==> src/hdl/rbd_pkg.sv <==
`default_nettype none

package rbd_pkg;

  localparam int unsigned DEPTH       = 16;
  localparam int unsigned DATA_WIDTH  = 32;
  localparam int unsigned ADDR_W      = $clog2(DEPTH);
  localparam int unsigned CNT_W       = $clog2(DEPTH + 1);
  localparam int unsigned CMD_W       = 3;
  localparam int unsigned POS_W       = 4;
  localparam int unsigned FIELD_W     = 32;
  localparam int unsigned STATUS_W    = 2;
  localparam int unsigned COUNT_OUT_W = 5;

  typedef enum logic [CMD_W-1:0] {
    CMD_PUSH_BACK  = 3'd0,
    CMD_PUSH_FRONT = 3'd1,
    CMD_POP_BACK   = 3'd2,
    CMD_POP_FRONT  = 3'd3,
    CMD_READ       = 3'd4,
    CMD_INSERT     = 3'd5,
    CMD_ERASE      = 3'd6,
    CMD_CLEAR      = 3'd7
  } cmd_e;

  typedef enum logic [STATUS_W-1:0] {
    ST_OK    = 2'd0,
    ST_FULL  = 2'd1,
    ST_EMPTY = 2'd2,
    ST_RANGE = 2'd3
  } status_e;

  typedef enum logic [2:0] {
    S_IDLE,
    S_EXEC,
    S_SH_RD,
    S_SH_WR,
    S_FIN,
    S_FETCH,
    S_RESULT
  } state_e;

  typedef struct packed {
    logic accept;
    logic exec;
    logic sh_rd;
    logic sh_wr;
    logic fin;
    logic fetch;
    logic load_out;
  } ctrl_t;

  typedef struct packed {
    logic shift_start;
    logic shift_none;
    logic shift_last;
    logic out_free;
  } stat_t;

  function automatic logic [ADDR_W-1:0] phys(logic [ADDR_W-1:0] head,
                                             logic [CNT_W-1:0]  x);
    logic [CNT_W:0] s;
    s = (CNT_W + 1)'(head) + (CNT_W + 1)'(x);
    if (s >= (CNT_W + 1)'(DEPTH)) begin
      s = s - (CNT_W + 1)'(DEPTH);
    end
    return s[ADDR_W-1:0];
  endfunction

endpackage

`default_nettype wire

==> src/hdl/rbd_ram.sv <==
`default_nettype none

module rbd_ram #(
  parameter int unsigned WIDTH = 32,
  parameter int unsigned DEPTH = 16
) (
  input  wire logic                     clk_i,
  input  wire logic                     we_i,
  input  wire logic [$clog2(DEPTH)-1:0] waddr_i,
  input  wire logic [WIDTH-1:0]         wdata_i,
  input  wire logic [$clog2(DEPTH)-1:0] raddr_a_i,
  input  wire logic [$clog2(DEPTH)-1:0] raddr_b_i,
  output logic      [WIDTH-1:0]         rdata_a_o,
  output logic      [WIDTH-1:0]         rdata_b_o
);

  logic [WIDTH-1:0] mem_q [DEPTH];

  always_ff @(posedge clk_i) begin
    if (we_i) begin
      mem_q[waddr_i] <= wdata_i;
    end
    rdata_a_o <= mem_q[raddr_a_i];
    rdata_b_o <= mem_q[raddr_b_i];
  end

endmodule

`default_nettype wire

==> src/hdl/rbd_ctrl.sv <==
`default_nettype none

module rbd_ctrl (
  input  wire logic           clk_i,
  input  wire logic           rst_ni,
  input  wire logic           in_valid_i,
  input  wire rbd_pkg::stat_t stat_i,
  output logic                in_ready_o,
  output rbd_pkg::ctrl_t      ctrl_o
);

  import rbd_pkg::*;

  state_e state_q, state_d;

  always_ff @(posedge clk_i or negedge rst_ni) begin
    if (!rst_ni) begin
      state_q <= S_IDLE;
    end else begin
      state_q <= state_d;
    end
  end

  always_comb begin
    state_d    = state_q;
    ctrl_o     = '0;
    in_ready_o = 1'b0;
    unique case (state_q)
      S_IDLE: begin
        in_ready_o = 1'b1;
        if (in_valid_i) begin
          ctrl_o.accept = 1'b1;
          state_d       = S_EXEC;
        end
      end
      S_EXEC: begin
        ctrl_o.exec = 1'b1;
        if (stat_i.shift_start) begin
          state_d = stat_i.shift_none ? S_FIN : S_SH_RD;
        end else begin
          state_d = S_FETCH;
        end
      end
      S_SH_RD: begin
        ctrl_o.sh_rd = 1'b1;
        state_d      = S_SH_WR;
      end
      S_SH_WR: begin
        ctrl_o.sh_wr = 1'b1;
        state_d      = stat_i.shift_last ? S_FIN : S_SH_RD;
      end
      S_FIN: begin
        ctrl_o.fin = 1'b1;
        state_d    = S_FETCH;
      end
      S_FETCH: begin
        ctrl_o.fetch = 1'b1;
        state_d      = S_RESULT;
      end
      S_RESULT: begin
        if (stat_i.out_free) begin
          ctrl_o.load_out = 1'b1;
          state_d         = S_IDLE;
        end
      end
      default: begin
        state_d = S_IDLE;
      end
    endcase
  end

endmodule

`default_nettype wire

==> src/hdl/rbd_datapath.sv <==
`default_nettype none

module rbd_datapath (
  input  wire logic                                   clk_i,
  input  wire logic                                   rst_ni,
  input  wire logic        [rbd_pkg::CMD_W-1:0]       command_i,
  input  wire logic signed [rbd_pkg::FIELD_W-1:0]     data_in_i,
  input  wire logic        [rbd_pkg::POS_W-1:0]       position_i,
  input  wire logic                                   out_ready_i,
  input  wire rbd_pkg::ctrl_t                         ctrl_i,
  output rbd_pkg::stat_t                              stat_o,
  output logic                                        out_valid_o,
  output logic             [rbd_pkg::STATUS_W-1:0]    status_o,
  output logic signed      [rbd_pkg::FIELD_W-1:0]     read_data_o,
  output logic signed      [rbd_pkg::FIELD_W-1:0]     front_value_o,
  output logic signed      [rbd_pkg::FIELD_W-1:0]     back_value_o,
  output logic             [rbd_pkg::COUNT_OUT_W-1:0] entry_count_o,
  output logic                                        is_empty_o
);

  import rbd_pkg::*;

  cmd_e                  cmd_q;
  logic [DATA_WIDTH-1:0] data_q;
  logic [POS_W-1:0]      pos_q;
  logic [ADDR_W-1:0]     head_q;
  logic [CNT_W-1:0]      count_q;
  logic [CNT_W-1:0]      k_q;
  status_e               status_q;
  logic [DATA_WIDTH-1:0] rd_q;

  status_e               st_code;
  logic [ADDR_W-1:0]     head_dec;
  logic [CNT_W-1:0]      pos_c;
  logic                  is_insert;
  logic                  we;
  logic [ADDR_W-1:0]     waddr;
  logic [DATA_WIDTH-1:0] wdata;
  logic [ADDR_W-1:0]     raddr_a;
  logic [ADDR_W-1:0]     raddr_b;
  logic [DATA_WIDTH-1:0] rdata_a;
  logic [DATA_WIDTH-1:0] rdata_b;

  assign pos_c     = CNT_W'(pos_q);
  assign is_insert = (cmd_q == CMD_INSERT);
  assign head_dec  = (head_q == '0) ? ADDR_W'(DEPTH - 1) : head_q - 1'b1;

  always_comb begin
    st_code = ST_OK;
    unique case (cmd_q)
      CMD_PUSH_BACK, CMD_PUSH_FRONT: begin
        if (32'(count_q) >= DEPTH) st_code = ST_FULL;
      end
      CMD_POP_BACK, CMD_POP_FRONT: begin
        if (count_q == '0) st_code = ST_EMPTY;
      end
      CMD_READ, CMD_ERASE: begin
        if (count_q == '0) begin
          st_code = ST_EMPTY;
        end else if (32'(pos_q) >= 32'(count_q)) begin
          st_code = ST_RANGE;
        end
      end
      CMD_INSERT: begin
        if (32'(pos_q) > 32'(count_q)) begin
          st_code = ST_RANGE;
        end else if (32'(count_q) >= DEPTH) begin
          st_code = ST_FULL;
        end
      end
      CMD_CLEAR: begin
        st_code = ST_OK;
      end
    endcase
  end

  always_comb begin
    stat_o.shift_start = (st_code == ST_OK) && (is_insert || cmd_q == CMD_ERASE);
    stat_o.shift_none  = is_insert ? (32'(count_q) == 32'(pos_q))
                                   : (32'(pos_q) + 32'd1 >= 32'(count_q));
    stat_o.shift_last  = is_insert ? (32'(k_q) == 32'(pos_q) + 32'd1)
                                   : (32'(k_q) + 32'd2 >= 32'(count_q));
    stat_o.out_free    = !out_valid_o || out_ready_i;
  end

  always_comb begin
    we    = 1'b0;
    waddr = phys(head_q, count_q);
    wdata = data_q;
    if (ctrl_i.exec && st_code == ST_OK && cmd_q == CMD_PUSH_BACK) begin
      we = 1'b1;
    end else if (ctrl_i.exec && st_code == ST_OK && cmd_q == CMD_PUSH_FRONT) begin
      we    = 1'b1;
      waddr = head_dec;
    end else if (ctrl_i.sh_wr) begin
      we    = 1'b1;
      waddr = phys(head_q, k_q);
      wdata = rdata_a;
    end else if (ctrl_i.fin && is_insert) begin
      we    = 1'b1;
      waddr = phys(head_q, pos_c);
    end
  end

  always_comb begin
    raddr_a = phys(head_q, '0);
    if (ctrl_i.exec) begin
      raddr_a = phys(head_q, pos_c);
    end else if (ctrl_i.sh_rd) begin
      raddr_a = is_insert ? phys(head_q, k_q - CNT_W'(1)) : phys(head_q, k_q + CNT_W'(1));
    end
    raddr_b = phys(head_q, count_q - CNT_W'(1));
  end

  rbd_ram #(
    .WIDTH (DATA_WIDTH),
    .DEPTH (DEPTH)
  ) u_store (
    .clk_i     (clk_i),
    .we_i      (we),
    .waddr_i   (waddr),
    .wdata_i   (wdata),
    .raddr_a_i (raddr_a),
    .raddr_b_i (raddr_b),
    .rdata_a_o (rdata_a),
    .rdata_b_o (rdata_b)
  );

  always_ff @(posedge clk_i) begin
    if (ctrl_i.accept) begin
      cmd_q  <= cmd_e'(command_i);
      data_q <= DATA_WIDTH'(data_in_i);
      pos_q  <= position_i;
    end
    if (ctrl_i.exec) begin
      status_q <= st_code;
      k_q      <= is_insert ? count_q : pos_c;
    end else if (ctrl_i.sh_wr) begin
      k_q <= is_insert ? k_q - CNT_W'(1) : k_q + CNT_W'(1);
    end
    if (ctrl_i.fetch) begin
      rd_q <= (cmd_q == CMD_READ && status_q == ST_OK) ? rdata_a : '0;
    end
  end

  always_ff @(posedge clk_i or negedge rst_ni) begin
    if (!rst_ni) begin
      head_q  <= '0;
      count_q <= '0;
    end else if (ctrl_i.exec && st_code == ST_OK) begin
      unique case (cmd_q)
        CMD_PUSH_BACK: begin
          count_q <= count_q + CNT_W'(1);
        end
        CMD_PUSH_FRONT: begin
          head_q  <= head_dec;
          count_q <= count_q + CNT_W'(1);
        end
        CMD_POP_BACK: begin
          count_q <= count_q - CNT_W'(1);
        end
        CMD_POP_FRONT: begin
          head_q  <= phys(head_q, CNT_W'(1));
          count_q <= count_q - CNT_W'(1);
        end
        CMD_CLEAR: begin
          head_q  <= '0;
          count_q <= '0;
        end
        CMD_READ, CMD_INSERT, CMD_ERASE: begin
          head_q <= head_q;
        end
      endcase
    end else if (ctrl_i.fin) begin
      count_q <= is_insert ? count_q + CNT_W'(1) : count_q - CNT_W'(1);
    end
  end

  always_ff @(posedge clk_i or negedge rst_ni) begin
    if (!rst_ni) begin
      out_valid_o <= 1'b0;
    end else if (ctrl_i.load_out) begin
      out_valid_o <= 1'b1;
    end else if (out_ready_i) begin
      out_valid_o <= 1'b0;
    end
  end

  always_ff @(posedge clk_i) begin
    if (ctrl_i.load_out) begin
      status_o      <= status_q;
      read_data_o   <= FIELD_W'(rd_q);
      front_value_o <= (count_q != '0) ? FIELD_W'(rdata_a) : '0;
      back_value_o  <= (count_q != '0) ? FIELD_W'(rdata_b) : '0;
      entry_count_o <= COUNT_OUT_W'(count_q);
      is_empty_o    <= (count_q == '0);
    end
  end

endmodule

`default_nettype wire

==> src/hdl/ring_buffer_deque.sv <==
// channel   signals                                    accepted when
// input     command_i data_in_i position_i             in_valid_i & in_ready_o
// output    status_o read_data_o front_value_o         out_valid_o & out_ready_i
//           back_value_o entry_count_o is_empty_o
//
// Push, pop, read and clear step through execute, fetch and result between acceptances.
// A valid insert or erase also moves up to 15 entries before a finish step:
// each move is a read then a write through the single write port of the store.
// The result register holds one finished transaction; the next input is taken meanwhile
// and waits in its last step until the output is drained.
// Reset empties the deque at once; the store contents are left as they are.
`default_nettype none

module ring_buffer_deque (
  input  wire logic                                   clk_i,
  input  wire logic                                   rst_ni,
  input  wire logic                                   in_valid_i,
  output logic                                        in_ready_o,
  input  wire logic        [rbd_pkg::CMD_W-1:0]       command_i,
  input  wire logic signed [rbd_pkg::FIELD_W-1:0]     data_in_i,
  input  wire logic        [rbd_pkg::POS_W-1:0]       position_i,
  output logic                                        out_valid_o,
  input  wire logic                                   out_ready_i,
  output logic             [rbd_pkg::STATUS_W-1:0]    status_o,
  output logic signed      [rbd_pkg::FIELD_W-1:0]     read_data_o,
  output logic signed      [rbd_pkg::FIELD_W-1:0]     front_value_o,
  output logic signed      [rbd_pkg::FIELD_W-1:0]     back_value_o,
  output logic             [rbd_pkg::COUNT_OUT_W-1:0] entry_count_o,
  output logic                                        is_empty_o
);

  import rbd_pkg::*;

  ctrl_t ctrl;
  stat_t stat;

  rbd_ctrl u_ctrl (
    .clk_i      (clk_i),
    .rst_ni     (rst_ni),
    .in_valid_i (in_valid_i),
    .stat_i     (stat),
    .in_ready_o (in_ready_o),
    .ctrl_o     (ctrl)
  );

  rbd_datapath u_datapath (
    .clk_i         (clk_i),
    .rst_ni        (rst_ni),
    .command_i     (command_i),
    .data_in_i     (data_in_i),
    .position_i    (position_i),
    .out_ready_i   (out_ready_i),
    .ctrl_i        (ctrl),
    .stat_o        (stat),
    .out_valid_o   (out_valid_o),
    .status_o      (status_o),
    .read_data_o   (read_data_o),
    .front_value_o (front_value_o),
    .back_value_o  (back_value_o),
    .entry_count_o (entry_count_o),
    .is_empty_o    (is_empty_o)
  );

endmodule

`default_nettype wire

==> config.mk <==
export PLATFORM = sky130hd
export DESIGN_NAME = ring_buffer_deque
export DESIGN_NICKNAME = d
export VERILOG_FILES = /design/src/hdl/rbd_pkg.sv /design/src/hdl/rbd_ram.sv /design/src/hdl/rbd_ctrl.sv /design/src/hdl/rbd_datapath.sv /design/src/hdl/ring_buffer_deque.sv
export SDC_FILE = /design/constraint.sdc
export NUM_CORES = 1
export LEC_CHECK = 0
export BUFFER_PORTS_ARGS = -buffer_cell sky130_fd_sc_hd__buf_4
export CAP_MARGIN = 40
export CORE_AREA = 5 5 270 272
export DETAILED_ROUTE_END_ITERATION = 7
export DIE_AREA = 0 0 275 277
export GPL_TIMING_DRIVEN = 0
export PLACE_DENSITY = 0.69
export SETUP_SLACK_MARGIN = 0.05
export SKIP_CTS_REPAIR_TIMING = 1
export SLEW_MARGIN = 20
export SYNTH_ARGS = -nofsm -noshare
export SYNTH_HDL_FRONTEND = slang
export SYNTH_SLANG_ARGS = --single-unit
==> constraint.sdc <==
create_clock -name clk_i -period 4 [get_ports clk_i]
set_input_delay 0.8 -clock clk_i [delete_from_list [all_inputs] [get_ports clk_i]]
set_output_delay 0.8 -clock clk_i [all_outputs]
set_load 0.02 [all_outputs]
After elaboration in Yosys (flattened, before gate mapping)

Memories as Yosys holds them, arrays and structs flattened. A register that Yosys moved wholly into a read port is not among the register bits.
Index checks and enable logic that the tools add are counted.

Register bits: 195
Latch bits: 0
Memory bits (writable): 512
Memory bits (read-only): 0
Output and inout port bits: 106
Memories: 1

Add/sub/neg operators: 22
$mul: 0
Divide/modulo/power cells: 0
$lt $le $gt $ge: 13
Eq/ne operators: 18
Shifts and indexed selects: 0
Multiplexer cells: 60
Bitwise logic cells: 0
Reduce and logical (&&, ||, !) cells: 26

Memory list:

| name                     | words | width | rd ports | clocked after memory_dff | wr ports | line          | source |
|---|---|---|---|---|---|---|---|
| u_datapath.u_store.mem_q | 16    | 32    | 2        | 2                        | 1        | rbd_ram.sv:17 | `logic [WIDTH-1:0] mem_q [DEPTH];` |

Operators by type and width:

| kind                                                                   | number |
|---|---|
| 32-bit 2-to-1 mux                                                      | 3 |
| 32-bit by 5-bit >= comparator with 1-bit output                        | 2 |
| 4-bit 2-to-1 mux                                                       | 16 |
| 4-bit by 1-bit subtractor with 4-bit output (second input constant)    | 9 |
| 5-bit 2-to-1 mux                                                       | 7 |
| 5-bit by 32-bit equality test with 1-bit output                        | 1 |
| 4-bit by 5-bit adder with 6-bit output                                 | 5 |
| 6-bit by 5-bit >= comparator with 1-bit output (second input constant) | 5 |
| 3-bit equality test (second input constant)                            | 7 |
| 1-bit 2-to-1 mux                                                       | 21 |
| 3-bit one-hot mux with 7 select lines                                  | 1 |
| 5-bit >= comparator (second input constant)                            | 3 |
| 3-bit 2-to-1 mux                                                       | 5 |
| 5-bit one-hot mux with 3 select lines                                  | 1 |
| 3-bit by 2-bit equality test with 1-bit output (second input constant) | 4 |
| 4-bit one-hot mux with 3 select lines                                  | 1 |
| 4-bit by 1-bit adder with 5-bit output (second input constant)         | 2 |
| 5-bit by 1-bit adder with 5-bit output (second input constant)         | 2 |
| 2-bit one-hot mux with 5 select lines                                  | 1 |
| 5-bit by 1-bit subtractor with 5-bit output (second input constant)    | 2 |
| 2-bit 2-to-1 mux                                                       | 4 |
| 5-bit by 2-bit adder with 6-bit output (second input constant)         | 1 |
| 3-bit by 1-bit equality test with 1-bit output (second input constant) | 2 |
| 1-bit logical AND                                                      | 6 |
| other kinds (18)                                                       | 28 |

Longest topological paths before layout

Gate-level depths: netlist (run 1).

Depth after elaboration: 11
Gate-level depth with buffers: 15
Depth with buffers taken out: 11

Cells and area by module

From an unflattened synthesis (run 1), not the netlist that was laid out.

Cells, all modules: 1819
Area, all modules: 33579.7 um^2

By module, submodules not included:

| module       | instances | cells each | area each (um^2) | sequential area each (um^2) |
|---|---|---|---|---|
| rbd_ram      | 1         | 1141       | 24204.5          | 16656.0 |
| rbd_datapath | 1         | 649        | 9137.5           | 5715.5 |
| rbd_ctrl     | 1         | 29         | 237.7            | 75.1 |

Worst setup path after synthesis (run 1)

No wires, ideal clock.

Kind: in2reg
From: in out_ready_i
To: reg u_datapath.back_value_o[0] (netlist bit) (enable)
Setup time: 475 ps
Data arrival time: 3397 ps
Required time: 3525 ps
Path slack: 127 ps
Stages: 2
Buffers on the path: 0
Cell sequence: nand2b_1 and3_1

RTL lines:

| element              | line                    | source |
|---|---|---|
| from (decl)          | ring_buffer_deque.sv:23 | `input wire logic out_ready_i,` |
| to (signal assigned) | rbd_datapath.sv:194     | `back_value_o <= (count_q != '0) ? FIELD_W'(rdata_b) : '0;` |
| to (decl)            | rbd_datapath.sv:16      | `output logic signed [rbd_pkg::FIELD_W-1:0] back_value_o,` |

Worst setup path after layout (run 1)

From: reg u_datapath.head_q[0]
To: mem u_datapath.u_store.mem_q[6][17] (enable)

Cells in the longest elaborated chain, start to end: 7
Elaborated cells between the ends (all ways): 19
Classes of those cells: add/sub (7); order compare (3); mux (8); reduce/logical (1)

RTL lines:

| element                                                                                          | line                | source |
|---|---|---|
| from (decl)                                                                                      | rbd_datapath.sv:26  | `logic [ADDR_W-1:0] head_q;` |
| from (signal assigned)                                                                           | rbd_datapath.sv:163 | `head_q <= phys(head_q, CNT_W'(1));` |
| from (signal assigned)                                                                           | rbd_datapath.sv:171 | `head_q <= head_q;` |
| 4-bit by 5-bit adder with 6-bit output or 4-bit by 4-bit adder with 5-bit output (tied branches) | rbd_pkg.sv:63       | `s = (CNT_W + 1)'(head) + (CNT_W + 1)'(x);` |
| 6-bit by 5-bit >= comparator with 1-bit output (tied with other cells)                           | rbd_pkg.sv:64       | `if (s >= (CNT_W + 1)'(DEPTH)) begin` |
| 4-bit 2-to-1 mux                                                                                 | rbd_pkg.sv:64       |  |
| 4-bit 2-to-1 mux                                                                                 | rbd_datapath.sv:99  | `end else if (ctrl_i.fin && is_insert) begin` |
| 4-bit 2-to-1 mux                                                                                 | rbd_datapath.sv:95  | `end else if (ctrl_i.sh_wr) begin` |
| 4-bit 2-to-1 mux                                                                                 | rbd_datapath.sv:92  | `end else if (ctrl_i.exec && st_code == ST_OK && cmd_q == CMD_PUSH_FRONT) begin` |
| 4-bit 2-to-1 mux (*)                                                                             | rbd_datapath.sv:90  | `if (ctrl_i.exec && st_code == ST_OK && cmd_q == CMD_PUSH_BACK) begin` |
| to (decl)                                                                                        | rbd_ram.sv:17       |  |

Every way passes the cells marked *; elsewhere a longest branch is shown, timed or not.

==> results of run 1 <==
==> registers in the layout, summed over array words and instances (netlist names), 5 cells and up <==
signal                        cells
u_datapath.k_q                    5
u_datapath.u_store.rdata_b_o     32
u_datapath.front_value_o         32
u_datapath.entry_count_o          5
u_datapath.data_q                32
u_datapath.rd_q                  32
u_datapath.u_store.mem_q        512
u_datapath.read_data_o           32
u_datapath.back_value_o          32
u_datapath.u_store.rdata_a_o     32
u_datapath.count_q                5
==> routing by layer <==
layer  global-route usage, %  routed length (µm)  vias to the layer above
met1                    35.1               38300                    12000
met4                    12.4                5160                        0
li1                        -                   -                    10200
met2                    42.5               49800                     1652
met5                       0                   0                        -
met3                    6.13               11600                      344
==> how the worst min path moves through the flow <==
stage                                           endpoint                         startpoint
global placement    u_datapath.read_data_o[27]$_DFFE_PP_  u_datapath.rd_q[27]$_SDFFCE_PN0P_
detailed placement  u_datapath.read_data_o[27]$_DFFE_PP_  u_datapath.rd_q[27]$_SDFFCE_PN0P_
finish                  u_datapath.head_q[2]$_DFFE_PN0P_                             rst_ni
floorplan            u_datapath.read_data_o[0]$_DFFE_PP_   u_datapath.rd_q[0]$_SDFFCE_PN0P_
global route          u_datapath.out_valid_o$_DFFE_PN0P_                             rst_ni
CTS                     u_datapath.head_q[0]$_DFFE_PN0P_                             rst_ni
==> cells by family after synthesis <==
group / Yosys count / synth area share (%)
multiplexers: 228 / 11.2
AND/OR/NAND/NOR: 736 / 9.36
AO/OA/AOI/OAI: 511 / 9.44
buffers and inverters: 194 / 2.48
flip-flops: 771 / 64.9
adder cells (fa/ha/maj): 46 / 1.79
XOR/XNOR: 31 / 0.824
==> through the flow <==
stage,cells,utilization (%)
2_1_floorplan,2517,-
5_1_grt,3831,58.5
3_3_place_gp,3615,52.3
4_1_cts,3801,57.4
6_report,3831,58.5
3_5_place_dp,3656,53.6
==> cells in the final DEF, fill, tap and decap left out, types with 18 or more instances in the layout <==
cell	Yosys	layout
dfxtp_1	64	64
clkbuf_16	0	81
a221oi_2	0	20
and2_1	66	65
mux2i_1	100	100
nor2_4	1	18
nand2_1	507	507
a211oi_1	37	34
buf_6	4	23
clkbuf_2	0	18
a221oi_1	65	45
a21oi_1	217	204
a31oi_1	103	103
buf_12	0	21
ha_1	40	40
nor2_1	42	25
buf_4	10	187
mux4_2	128	128
buf_2	51	39
nor2b_1	68	68
clkbuf_1	88	76
edfxtp_1	694	694
o21ai_0	20	20
==> cells in the mapped netlist (6+ instances only) <==
cell type / n / area share [%]
a21o_1: 12 / 0.26
nor2_1: 42 / 0.46
dfxtp_1: 64 / 3.7
inv_1: 18 / 0.20
a22oi_1: 7 / 0.15
buf_1: 22 / 0.24
a21oi_1: 217 / 3.1
xnor2_1: 19 / 0.48
mux4_2: 128 / 8.3
xor2_1: 11 / 0.28
dfrtp_1: 13 / 0.94
nand3_1: 12 / 0.17
mux2i_1: 100 / 2.9
ha_1: 40 / 1.4
o21ai_0: 20 / 0.29
buf_2: 51 / 0.74
nand2_1: 507 / 5.5
a31oi_1: 103 / 1.9
edfxtp_1: 694 / 60
nor3_1: 12 / 0.17
buf_4: 10 / 0.22
clkbuf_1: 88 / 0.95
fa_1: 6 / 0.35
a221oi_1: 65 / 1.6
and2_1: 66 / 1.2
nor2b_1: 68 / 1.2
a211oi_1: 37 / 0.80
==> critical path: cells and delay by family (launching register included) <==
family / cells / cell delay (ns)
flops: 1 / 0.56
compound gates: 1 / 0.13
simple gates: 2 / 0.74
mux: 1 / 0.27
fa+ha+maj: 1 / 0.56
buf+inv: 4 / 1.43
==> layout make-up <==
cell class	count	share of cell area (%)
Buffer	174	2.36
Inverter	19	0.182
Clock buffer	105	5.30
Tap cell	950	2.88
Clock inverter	40	1.10
Multi-Input combinational cell	1552	28.3
Timing Repair Buffer	220	5.42
Sequential cell	771	54.4
==> impl_metrics.json, run 1 <==
{
  "ys_seq_elements": 771,
  "number_of_cells_on_the_worst_reg_to_reg_path": 9,
  "floorplan.core_area_mm2": 0.0705,
  "regToRegStartpoint": "u_datapath.head_q[0]$_DFFE_PN0P_",
  "worst_path_max_delay_cell": "dfrtp_1",
  "cts_made_buffers": 79,
  "final_period_minus_worst_setup_slack_ns": 4.04,
  "cts.root.buffer_cell": "clkbuf_16",
  "ctsHtreeMaxLevel": 3,
  "reg2reg_setup_slack_ns": -0.04,
  "first_iter_violations": 3516,
  "crit_start": "u_datapath.head_q[0]$_DFFE_PN0P_",
  "endpoint": "u_datapath.u_store.mem_q[6][17]$_DFFE_PP_",
  "preCtsSetupSlack_ns": -0.943,
  "diodes": 0,
  "path_class": "flop to flop",
  "clk_transition_reported_paths_ns": 0.06,
  "routed_wl_mm": 105,
  "violations": "setup timing",
  "globalRouteTotalUtil_pct": 26.7,
  "num_vias": 24200,
  "seq_area_mm2": 0.0224,
  "timing.fmax_mhz": 247,
  "number_of_setup_violations_in_the_final_report": 19,
  "slew_headroom_pct": 37.1,
  "combined_area_of_the_multi_input_logic_cells_mm2": 0.0117,
  "avg_inst_size_synth_um2": 13.7,
  "critPathRequiredTime_ns": 4.32,
  "yosysUniqueCellTypes": 70,
  "tritoncts": "yes",
  "worstReg2RegEnd": "u_datapath.u_store.mem_q[6][17]$_DFFE_PP_",
  "crit_arrival_ns": 4.36,
  "grt_setup_unrepaired": "true",
  "cp-end-kind": "flop",
  "drt_pre_antenna_iters": 6,
  "postSynthNetCount": 2606,
  "core.rowCount": 98,
  "final.hold.worst_slack_ns": 0.0355,
  "worst_pin_slew_ns": 0.944,
  "initial_utilization_pct": 49.1,
  "netlist_area_mm2": 0.0346,
  "dp.final_hpwl_mm": 71.5,
  "number_of_nets_in_the_final_layout": 2906,
  "cp_slowest_stage_delay_ns": 0.56,
  "ant_nets": 0,
  "via_per_inst": 6.33,
  "worst_path_most_repeated_cell": "buf_2",
  "design.portCount": 149,
  "gp_congestion": 0.887,
  "run_status": "complete, but fails checks",
  "grt_first_pass_wirelength_mm": 153,
  "synthesis.instances": 2517,
  "setup.worst_path.start_class": "flop",
  "final_hold_viol_count": 0,
  "dpl_cell_area_mm2": 0.0378,
  "drive_above_1_share_pct": 22.7,
  "async_reset_ff_share_pct": 1.69,
  "final_global_route_overflow_total": 0,
  "areaGrowthSynthToFinish_pct": 19.2,
  "post_synthesis_sequential_area_ratio_pct": 64.9,
  "avgRoutedWirePerCell_um": 27.4,
  "layout.cell_area.non_filler_mm2": 0.0413,
  "timing.max_cap.violations": 0,
  "worstPathCellList": "ha_1 -> buf_2 -> clkbuf_1 -> mux2i_1 -> nor3_1 -> a31oi_1 -> buf_2 -> nor2_4 -> buf_12",
  "ys_dominant_reg_cell": "edfxtp_1",
  "filler_cell_count": 5393,
  "vias_in_the_first_global_route": 24400,
  "cts_max_path_buffers": 3,
  "synth-edff-count": 694,
  "portBuffers": 148,
  "final.period_utilization_pct": 101,
  "clkLatencyLatePin_ns": 0.63,
  "grt_start_max_net_pins": 57,
  "synthesis.yosys.warnings": 0,
  "finalSetupTns_ns": -0.647,
  "report.final.slew_viol_count": 0,
  "finalWorstSetupSlack_ns": -0.0425,
  "worstHoldPathType": "input port to asynchronous set/reset pin",
  "timing.critical_path.fanout_max": 19,
  "fin_worst_skew_ns": 0.0241,
  "grt_antenna_before_repair": 1,
  "die-area_mm2": 0.0762,
  "floorplan.die.width_um": 275,
  "route.detailed.drc": 0,
  "die_y_um": 277,
  "tritoncts_num_sinks": 771
}
Power of run 1 is not shown: default switching activity piles up to over one toggle a cycle in this logic, so the estimate is an artifact.
==> run 2: changes to the inputs <==
- CORE_AREA: 5 5 270 272 -> 5 5 255 257
- DIE_AREA: 0 0 275 277 -> 0 0 260 262
- PLACE_DENSITY: 0.69 -> 0.76
- SETUP_SLACK_MARGIN: 0.05 -> 0.5
==> impl_metrics.json, run 2 (synthesis gave the netlist of run 1 again) <==
{
  "run_status": "complete, no violations",
  "tritoncts_num_sinks": 771,
  "routed_wl_mm": 108,
  "worstHoldPathType": "input port to asynchronous set/reset pin",
  "design.portCount": 149,
  "grt_start_max_net_pins": 58,
  "worst_pin_slew_ns": 1.04,
  "timing.fmax_mhz": 269,
  "filler_cell_count": 4089,
  "initial_utilization_pct": 55.4,
  "largest_register_ff_count": 512,
  "setup.worst_path.start_class": "flop",
  "number_of_nets_in_the_final_layout": 2934,
  "num_vias": 25200,
  "floorplan.core_area_mm2": 0.0625,
  "timing.max_cap.violations": 0,
  "core.rowCount": 92,
  "tritoncts": "yes",
  "worstReg2RegEnd": "u_datapath.u_store.rdata_a_o[0]$_DFF_P_",
  "final.hold.worst_slack_ns": 0.0277,
  "critPathRequiredTime_ns": 4.47,
  "globalRouteTotalUtil_pct": 29.8,
  "slew_headroom_pct": 30.6,
  "final_common_cell": "edfxtp_1",
  "diodes": 0,
  "dp.final_hpwl_mm": 69.7,
  "ant_nets": 0,
  "gp_congestion": 0.897,
  "die-area_mm2": 0.0681,
  "areaGrowthSynthToFinish_pct": 21.5,
  "floorplan.die.width_um": 260,
  "avgRoutedWirePerCell_um": 28.8,
  "drive_above_1_share_pct": 26.4,
  "layout_common_cells": "edfxtp_1, nand2_1, buf_4",
  "via_per_inst": 6.70,
  "grt_first_pass_wirelength_mm": 152,
  "route.detailed.drc": 0,
  "cts_max_path_buffers": 3,
  "number_of_setup_violations_in_the_final_report": 0,
  "clk_transition_reported_paths_ns": 0.06,
  "path_class": "flop to flop",
  "crit_start": "u_datapath.cmd_q[2]$_DFFE_PP_",
  "final_period_minus_worst_setup_slack_ns": 3.72,
  "grt_antenna_before_repair": 0,
  "vias_in_the_first_global_route": 24700,
  "crit_arrival_ns": 4.20,
  "drt_pre_antenna_iters": 6,
  "final_hold_viol_count": 0,
  "number_of_cells_on_the_worst_reg_to_reg_path": 17,
  "portBuffers": 148,
  "timing.critical_path.fanout_max": 10,
  "die_y_um": 262,
  "grt_setup_unrepaired": "true",
  "finish.utilization_pct": 67.3,
  "cts_made_buffers": 79,
  "ctsHtreeMaxLevel": 3,
  "cts.root.buffer_cell": "clkbuf_16",
  "largest_register": "u_datapath.u_store.mem_q",
  "first_iter_violations": 4111,
  "final_global_route_overflow_total": 0,
  "report.final.slew_viol_count": 0,
  "fin_worst_skew_ns": 0.0287,
  "reg2reg_setup_slack_ns": 0.28,
  "regToRegStartpoint": "u_datapath.cmd_q[2]$_DFFE_PP_",
  "final.period_utilization_pct": 93.1,
  "clkLatencyLatePin_ns": 0.65,
  "cp-end-kind": "flop",
  "finalSetupTns_ns": 0
}
-- run 2: worst max path at each step --
| stage | endpoint | slack (ns) |
|---|---|---|
| final | u_datapath.u_store.rdata_a_o[0]$_DFF_P_ | 0.28 |
| after global routing | u_datapath.u_store.rdata_a_o[0]$_DFF_P_ | 0.27 |
| after CTS | u_datapath.u_store.rdata_a_o[10]$_DFF_P_ | -0.79 |
| after detailed placement | u_datapath.u_store.rdata_a_o[10]$_DFF_P_ | -0.78 |
| after global placement | u_datapath.u_store.mem_q[10][15]$_DFFE_PP_ | -2.49 |
| after floorplan | u_datapath.u_store.mem_q[11][0]$_DFFE_PP_ | 0.14 |
-- run 2: area by class of cell --
class	count	area [µm²]	area share, %
clock inverter	37	414	0.985
sequential	771	22500	53.4
tap	846	1060	2.52
timing repair buffer	247	2490	5.92
clock buffer	109	2200	5.24
buffer	175	1180	2.80
multi-input combinational	1552	12200	28.9
inverter	19	78.8	0.188
-- run 2: critical path, cell delays in order, from the launching register on --
cell and delay, ns:
edfxtp_1 0.43, buf_6 0.15, nand3b_1 0.12, inv_2 0.08, buf_12 0.13, fa_2 0.61, fa_1 0.44, nor2_1 0.15
a32o_2 0.18, a21oi_4 0.04, buf_12 0.16, buf_6 0.15, buf_6 0.15, buf_12 0.15, a21oi_1 0.19, nand2_1 0.09
a21oi_1 0.16, mux2i_1 0.16
-- run 2: routing by layer --
metal  up-vias  wire length (µm)  track usage (%)
met5         -                 0            0.712
met4         0              6100             14.6
met3       439             14200             7.72
met2      2204             51000             47.8
met1     12300             37000             38.4
li1      10300                 -                -
-- run 2: metrics by stage --
stage,cells,worst slack [ns],area (µm²)
finish,3756,0.277,42000
global route,3756,0.268,42000
global placement,3511,-2.49,36800
CTS,3698,-0.793,40200
detailed placement,3552,-0.783,37600
floorplan,2517,0.145,34600
Power of run 2 is left out for the same reason.
